===== config.mk =====
export PLATFORM = sky130hd
export DESIGN_NAME = mglr_slew
export DESIGN_NICKNAME = d
export VERILOG_FILES = /design/src/design/mglr_pkg.sv /design/src/design/mglr_slew.sv
export SDC_FILE = /design/constraint.sdc
export NUM_CORES = 1
export LEC_CHECK = 0
export BUFFER_PORTS_ARGS = -buffer_cell sky130_fd_sc_hd__buf_4
export CAP_MARGIN = 20
export CELL_PAD_IN_SITES_DETAIL_PLACEMENT = 0
export CELL_PAD_IN_SITES_GLOBAL_PLACEMENT = 1
export CORE_MARGIN = 2
export CORE_UTILIZATION = 53
export DETAILED_ROUTE_END_ITERATION = 16
export PLACE_DENSITY_LB_ADDON = 0.1
export SETUP_SLACK_MARGIN = 0.05
export SYNTH_ARGS = -nofsm -noshare
export SYNTH_HDL_FRONTEND = slang
export SYNTH_SLANG_ARGS = --single-unit

===== constraint.sdc =====
create_clock -name i_clk -period 28.7 [get_ports i_clk]
set_clock_uncertainty 0.1 [all_clocks]
set_input_delay 1.435 -clock i_clk [delete_from_list [all_inputs] [get_ports i_clk]]
set_output_delay 1.435 -clock i_clk [all_outputs]
set_load 0.1 [all_outputs]

===== src/design/mglr_pkg.sv =====
// shared types, constants and preset tables for the motion gated loop recorder
package mglr_pkg;

    localparam int STORE_DEPTH_DEF = 65536;
    localparam int FRAME_LEN_DEF   = 128;

    localparam int SAMPLE_W   = 16;
    localparam int LEN_W      = 17;
    localparam int SENS_W     = 2;
    localparam int COEFF_W    = 16;
    localparam int HOLD_W     = 14;
    localparam int LEVEL_W    = 24;
    localparam int THRESH_W   = 8;
    localparam int CFG_IDX_W  = 2;
    localparam int CFG_DATA_W = 17;

    localparam logic [CFG_IDX_W-1:0] CFG_LOOP_LENGTH = 2'd0;
    localparam logic [CFG_IDX_W-1:0] CFG_SENSITIVITY = 2'd1;
    localparam logic [CFG_IDX_W-1:0] CFG_SLEW_ENABLE = 2'd2;
    localparam logic [CFG_IDX_W-1:0] CFG_SLEW_COEFF  = 2'd3;

    localparam logic [SENS_W-1:0] SENS_COARSE = 2'd0;
    localparam logic [SENS_W-1:0] SENS_MEDIUM = 2'd1;
    localparam logic [SENS_W-1:0] SENS_FINE   = 2'd2;

    typedef struct packed {
        logic                       run_gate;
        logic                       rewind_gate;
        logic                       erase_gate;
        logic signed [SAMPLE_W-1:0] fader_offset;
        logic                       frame_start;
    } t_in_item;

    typedef struct packed {
        logic signed [SAMPLE_W-1:0] out_sample;
        logic                       write_active;
    } t_out_item;

    typedef struct packed {
        logic                       valid;
        logic                       play;
        logic                       bypass;
        logic signed [SAMPLE_W-1:0] bypass_val;
        logic                       moving;
        logic signed [SAMPLE_W-1:0] rd_data;
    } t_trk_stage;

    function automatic logic [THRESH_W-1:0] move_thresh(input logic [SENS_W-1:0] sel);
        logic [THRESH_W-1:0] t;
        case (sel)
            SENS_COARSE: t = 8'd163;
            SENS_MEDIUM: t = 8'd65;
            default:     t = 8'd16;
        endcase
        return t;
    endfunction

    function automatic logic [HOLD_W-1:0] holdoff_load(input logic [SENS_W-1:0] sel);
        logic [HOLD_W-1:0] h;
        case (sel)
            SENS_COARSE: h = 14'd8192;
            SENS_MEDIUM: h = 14'd4096;
            default:     h = 14'd1024;
        endcase
        return h;
    endfunction

endpackage


===== src/design/mglr_slew.sv =====
// one-pole output slew and the result register
module mglr_slew (
    input  logic                           i_clk,
    input  logic                           i_rst_n,
    input  logic                           i_adv,
    input  mglr_pkg::t_trk_stage           i_trk,
    input  logic                           i_slew_enable,
    input  logic [mglr_pkg::COEFF_W-1:0]   i_slew_coeff,
    output logic                           o_valid,
    output mglr_pkg::t_out_item            o_item
);
    localparam int SW = mglr_pkg::SAMPLE_W;
    localparam int LW = mglr_pkg::LEVEL_W;
    localparam int KW = mglr_pkg::COEFF_W;
    localparam int PW = LW + 1 + KW + 1;

    logic signed [LW-1:0] r_level, n_level;
    logic                 r_valid;
    mglr_pkg::t_out_item  r_item;

    logic signed [SW-1:0] raw;
    logic signed [LW-1:0] target;
    logic signed [LW:0]   diff;
    logic signed [KW:0]   coeff_s;
    logic signed [PW-1:0] prod;
    logic signed [LW:0]   lvl_sum;
    logic signed [LW:0]   rounded;
    logic signed [SW-1:0] sample;

    always_comb begin
        raw = i_trk.bypass ? i_trk.bypass_val : i_trk.rd_data;
        target = {raw, 8'b0};
        diff = {target[LW-1], target} - {r_level[LW-1], r_level};
        coeff_s = {1'b0, i_slew_coeff};
        prod = diff * coeff_s;
        lvl_sum = {r_level[LW-1], r_level} + prod[PW-2:KW];
        rounded = {lvl_sum[LW-1], lvl_sum[LW-1:0]} + (LW+1)'(128);

        n_level = r_level;
        sample = '0;
        if (i_trk.play) begin
            if (i_slew_enable) begin
                n_level = lvl_sum[LW-1:0];
                sample = rounded[LW-1:8];
            end else begin
                n_level = target;
                sample = raw;
            end
        end
    end

    always_ff @(posedge i_clk) begin
        if (!i_rst_n) begin
            r_valid <= 1'b0;
            r_level <= '0;
        end else if (i_adv) begin
            r_valid <= i_trk.valid;
            if (i_trk.valid) begin
                r_level <= n_level;
            end
        end
    end

    always_ff @(posedge i_clk) begin
        if (i_adv) begin
            r_item.out_sample <= sample;
            r_item.write_active <= i_trk.moving;
        end
    end

    assign o_valid = r_valid;
    assign o_item = r_item;

endmodule


# == Word level (Yosys, flattened, before mapping) ==
# Cells that the tools add are included.
# word_totals
word_cells,12
out_inout_bits,18
in_bits,56
register_bits,42
# classes
reduce_logical,1
multipliers,1
addsub,3
muxes,3
# ops
operator,n
25-bit by 17-bit multiplier with 40-bit output,1
16-bit two-way mux,2
24-bit by 24-bit subtractor with 25-bit output,1
24-bit adder,1
24-bit by 9-bit adder with 24-bit output (second input constant),1
24-bit two-way mux,1
3-bit AND reduction,1

# == Depth between registers and ports, before layout ==
# logic_depth
word_depth,6
depth_mapped,46

# == Worst setup path after synthesis ==
# No wires, ideal clock.
# synth_timing
path_type,input to register
from,input i_trk[33] in the netlist's numbering
to,"register r_item (netlist bit o_item[11]), data pin"
setup_ns,0.174
path_buffers,3
path_slack_ns,16.562
stages,42
arrival_time_ns,11.863
path_cell_list,clkbuf_1 > buf_1 > mux2_2 > ha_1 > a21oi_1 > o21ai_0 > a31oi_1 > o21ai_0 > a21o_1 > a21oi_1 > xnor2_1 > clkbuf_1 > nand2_1 > fa_1 > fa_1 > fa_1 > inv_1 > fa_1 > [... 6 more ...] > a21oi_1 > nor2b_1 > a31oi_1 > nand2_1 > o21a_1 > o21a_1 > nor2_1 > ha_1 > a211o_1 > or3_1 > nor3_2 > o31ai_2 > a21oi_4 > mux2_4 > o311a_4 > nand3b_4 > or4_1 > a311oi_1
# synth_between
elab_chain_len,6
# synth_lines
element,line,text
"start, declared",mglr_slew.sv:6,"input mglr_pkg::t_trk_stage i_trk,"
16-bit two-way mux (*),mglr_slew.sv:31,raw = i_trk.bypass ? i_trk.bypass_val : i_trk.rd_data;
24-bit by 24-bit subtractor with 25-bit output,mglr_slew.sv:33,"diff = {target[LW-1], target} - {r_level[LW-1], r_level};"
25-bit by 17-bit multiplier with 40-bit output,mglr_slew.sv:35,prod = diff * coeff_s;
24-bit adder,mglr_slew.sv:36,"lvl_sum = {r_level[LW-1], r_level} + prod[PW-2:KW];"
24-bit by 9-bit adder with 24-bit output,mglr_slew.sv:37,"rounded = {lvl_sum[LW-1], lvl_sum[LW-1:0]} + (LW+1)'(128);"
16-bit two-way mux (*),mglr_slew.sv:42,if (i_slew_enable) begin
"end, declared",mglr_slew.sv:19,mglr_pkg::t_out_item r_item;
# Every way passes the cells marked *; elsewhere a longest branch is shown, timed or not.
# A chain may end at the register's enable or synchronous reset.

# == Final worst setup path ==
# layout_timing
from,input i_trk[33] in the netlist's numbering
to,"register r_item (netlist bit o_item[15]), data pin"
# Same word-level chain as after synthesis.

==> summary.md <==
| Metric | Value |
|---|---|
| Number of primary I/O pins | `74` |
| Worst Path Buf+Inv | `4` |
| Chip Width | `188 µm` |
| Final Cycle Share | `46.4%` |
| Share of synthesized registers carrying an async set or reset | `0%` |
| Setup repair after global routing missed its margin | `no` |
| Remaining design rule violation count | `0` |
| Gate Count Post-Synth | `2069` |
| Slew at the pin closest to its max-slew limit | `around 950 ps` |
| Average detailed-routed wire length per instance | `around 18 µm` |
| Class of the tightest hold or removal check | `reg2reg` |
| Cts-stage hold buffer count | `0` |
| Via count of the first global-routing pass | `14633` |
| Initial core utilization | `approximately 54%` |
| Setup TNS after final layout | `0 ps` |
| Clock Sinks | `42` |
| Die Y-Extent | `188 µm` |
| First-pass GRT wire length | `around 75000 µm` |
| Dominant cell by count in the synthesized netlist | `sky130_fd_sc_hd__inv_1` |
| Length of the first detailed-routing pass in iterations | `5` |
| Post-synthesis area per instance | `8.69 µm²` |
| Cell with the largest stage delay on the worst path | `sky130_fd_sc_hd__xor2_2` |
| Leading post-synthesis cells by instance count | `sky130_fd_sc_hd__inv_1, sky130_fd_sc_hd__fa_1, sky130_fd_sc_hd__nand2_1` |
| Area added between synthesis and finish | `6.72%` |
| Maximum fanout encountered on the critical timing path | `16` |
| CTS Root Cell | `sky130_fd_sc_hd__clkbuf_16` |
| Worst slew margin relative to its limit | `between 30% and 40%` |
| CTS HTree Levels | `2` |
| Total count of max-transition violations in the final report | `0` |
| Via density per instance | `between 5 and 6` |
| Count of buffers inserted at the top-level ports | `73` |
| Main flop type after synthesis | `sky130_fd_sc_hd__dfxtp_1` |
| CP arrival | `approximately 13000 ps` |
| Netlist area before placement | `0.0180 mm²` |
| Syn nets | `2642` |
| Synthesis Warnings | `0` |
| Final setup violation count | `0` |
| Fraction of final layout cells with drive strength greater than 1 | `around 6.8%` |
| Overall track demand over capacity in global routing | `a little over a quarter` |
| # Post-CTS Setup Buffers | `0` |
| Rows | `between 60 and 70` |
| Antenna violations before repair | `1` |
| Via Count | `13531` |
| Clock network latency to the later pin of the worst-skew pair | `290 ps` |
| Net count of the finished layout | `between 2000 and 3000` |
| Initial drt markers | `613` |
| Placed wire-length estimate | `roughly 36000 µm` |
| Kind of launch point of the worst setup path | `input pin` |
| Cell accounting for the most synthesized area | `sky130_fd_sc_hd__fa_1` |
| Kind of cell with the highest combined delay on the critical path | `compound AO/OA/AOI/OAI gates` |
| Clock tree from TritonCTS | `done` |
| Number of buffers created by CTS | `5` |
| Number of hold-slack violations in the final timing report | `0` |
| GRT Residual Overflow | `0` |
| Yosys reg bits | `42` |
| Classification of the worst setup path | `in2reg` |
| Synth unique cells | `72` |
| Ant diodes | `0` |
| Number of maximum-capacitance constraint violations | `0` |
| Buffer levels on the longest clock path | `2` |
| Crit-path max cell delay | `between 700 and 800 ps` |
| Area of the core | `~0.033 mm²` |
| Final ANT Viol Nets | `0` |
| Clk pin slew, worst setup/hold paths | `approximately 70 ps` |
| Clock period minus final worst setup slack | `13320 ps` |
| Global placement routability congestion | `0.884` |
| Data required time of the worst path | `28700 ps` |
| Result of the run | `finished clean` |
| Share of synthesized area occupied by flip-flops and latches | `5.62%` |
| Gates resized, CTS repair | `0` |
| Critical Path Sink Type | `flop` |
| Proportion of netlist area held by the largest area contributor | `41.5%` |
| Top cells by area, synth | `sky130_fd_sc_hd__fa_1, sky130_fd_sc_hd__inv_1, sky130_fd_sc_hd__ha_1, sky130_fd_sc_hd__and2_1, sky130_fd_sc_hd__nand2_1` |
| Post-Route WL | `44900 µm` |
| DIE AREA | `0.0354 mm²` |
| Max Freq | `75.1 MHz` |
| Maximum number of pins on one net before global-route repair | `41` |
| Most common cell type on the critical path | `sky130_fd_sc_hd__fa_1` |
| Number of flops mapped to enable cells by yosys | `17` |
-- final cells by class --
type	instances	area [µm²]
Sequential cell	42	1010
Clock buffer	5	125
Fill cell	3190	14200
Multi-Input combinational cell	1442	14800
Inverter	507	1900
Timing Repair Buffer	95	713
Clock inverter	3	63.8
Tap cell	448	561
-- worst paths after layout --
kind / from / end / slack, ps / cells after the start
max reg2reg: r_level[8] / o_item[15] / 16690 / 39
max: i_trk[33] / o_item[15] / 15380 / 40
min: r_level[1] / r_level[1] / 410 / 2
min reg2reg: r_level[1] / r_level[1] / 410 / 2
-- registers in the layout, indices dropped and copies added, names as in the netlist --
| signal | cells |
|---|---|
| o_item | 17 |
| o_valid | 1 |
| r_level | 24 |
-- kinds of logic after synthesis --
family / count (synthesis) / share of synthesized area, %
xor gates and xnor gates: 93 / 4.60
AOI/OAI and AO/OA: 210 / 7.97
buffers and inverters: 585 / 12.4
DFF: 42 / 5.62
and+or+nand+nor: 600 / 16.6
adders and majority gates: 520 / 51.7
muxes: 19 / 1.18
-- cell usage in the layout (no fill, tap or decap), drive strengths merged, types with 9 or more instances in the layout --
| master | netlist | layout |
|---|---|---|
| o21a | 13 | 13 |
| and2 | 182 | 182 |
| xnor2 | 68 | 68 |
| a211oi | 19 | 19 |
| nand4 | 9 | 9 |
| nor2 | 56 | 56 |
| nor3 | 18 | 18 |
| fa | 373 | 373 |
| and3 | 13 | 13 |
| a21oi | 57 | 57 |
| nand2 | 256 | 256 |
| nand3 | 20 | 20 |
| o21ai | 38 | 38 |
| nor2b | 13 | 13 |
| a31oi | 9 | 9 |
| a21o | 17 | 17 |
| dfxtp | 25 | 25 |
| xor2 | 24 | 24 |
| mux2 | 15 | 15 |
| buf | 10 | 95 |
| inv | 507 | 507 |
| or3 | 10 | 10 |
| ha | 144 | 144 |
| o211a | 9 | 9 |
| edfxtp | 17 | 17 |
-- through the flow --
stage | hold slack [ps] | setup WS, ps | std cells | utilization (%) | instance area (µm²)
CTS | 409 | 15380 | 2542 | 57.4 | 19200
global placement | 395 | 15300 | 2534 | 56.8 | 19000
global route | 432 | 14370 | 2542 | 57.4 | 19200
detailed placement | 399 | 15110 | 2534 | 56.8 | 19000
finish | 407 | 15380 | 2542 | 57.4 | 19200
floorplan | 358 | 16560 | 2069 | - | 18000
-- metal layers --
layer / vias to the layer above / wire (µm) / GRT usage [%]
li1: 6289 / - / -
met3: 77 / 1190 / 1.64
met2: 243 / 24300 / 50.8
met5: - / 0 / 0
met1: 6922 / 18200 / 33.6
met4: 0 / 1230 / 7.12
-- worst reg2reg max path, delay by kind of cell, from the launching register on --
kind | cells | cell delay [ps]
compound gates | 15 | 4390
xor+xnor | 4 | 1330
fa+ha+maj | 9 | 4040
buf+inv | 4 | 210
flops | 1 | 410
simple gates | 7 | 1360
Power is not shown: default switching activity piles up to over one toggle a cycle in this logic, so the estimate is an artifact.
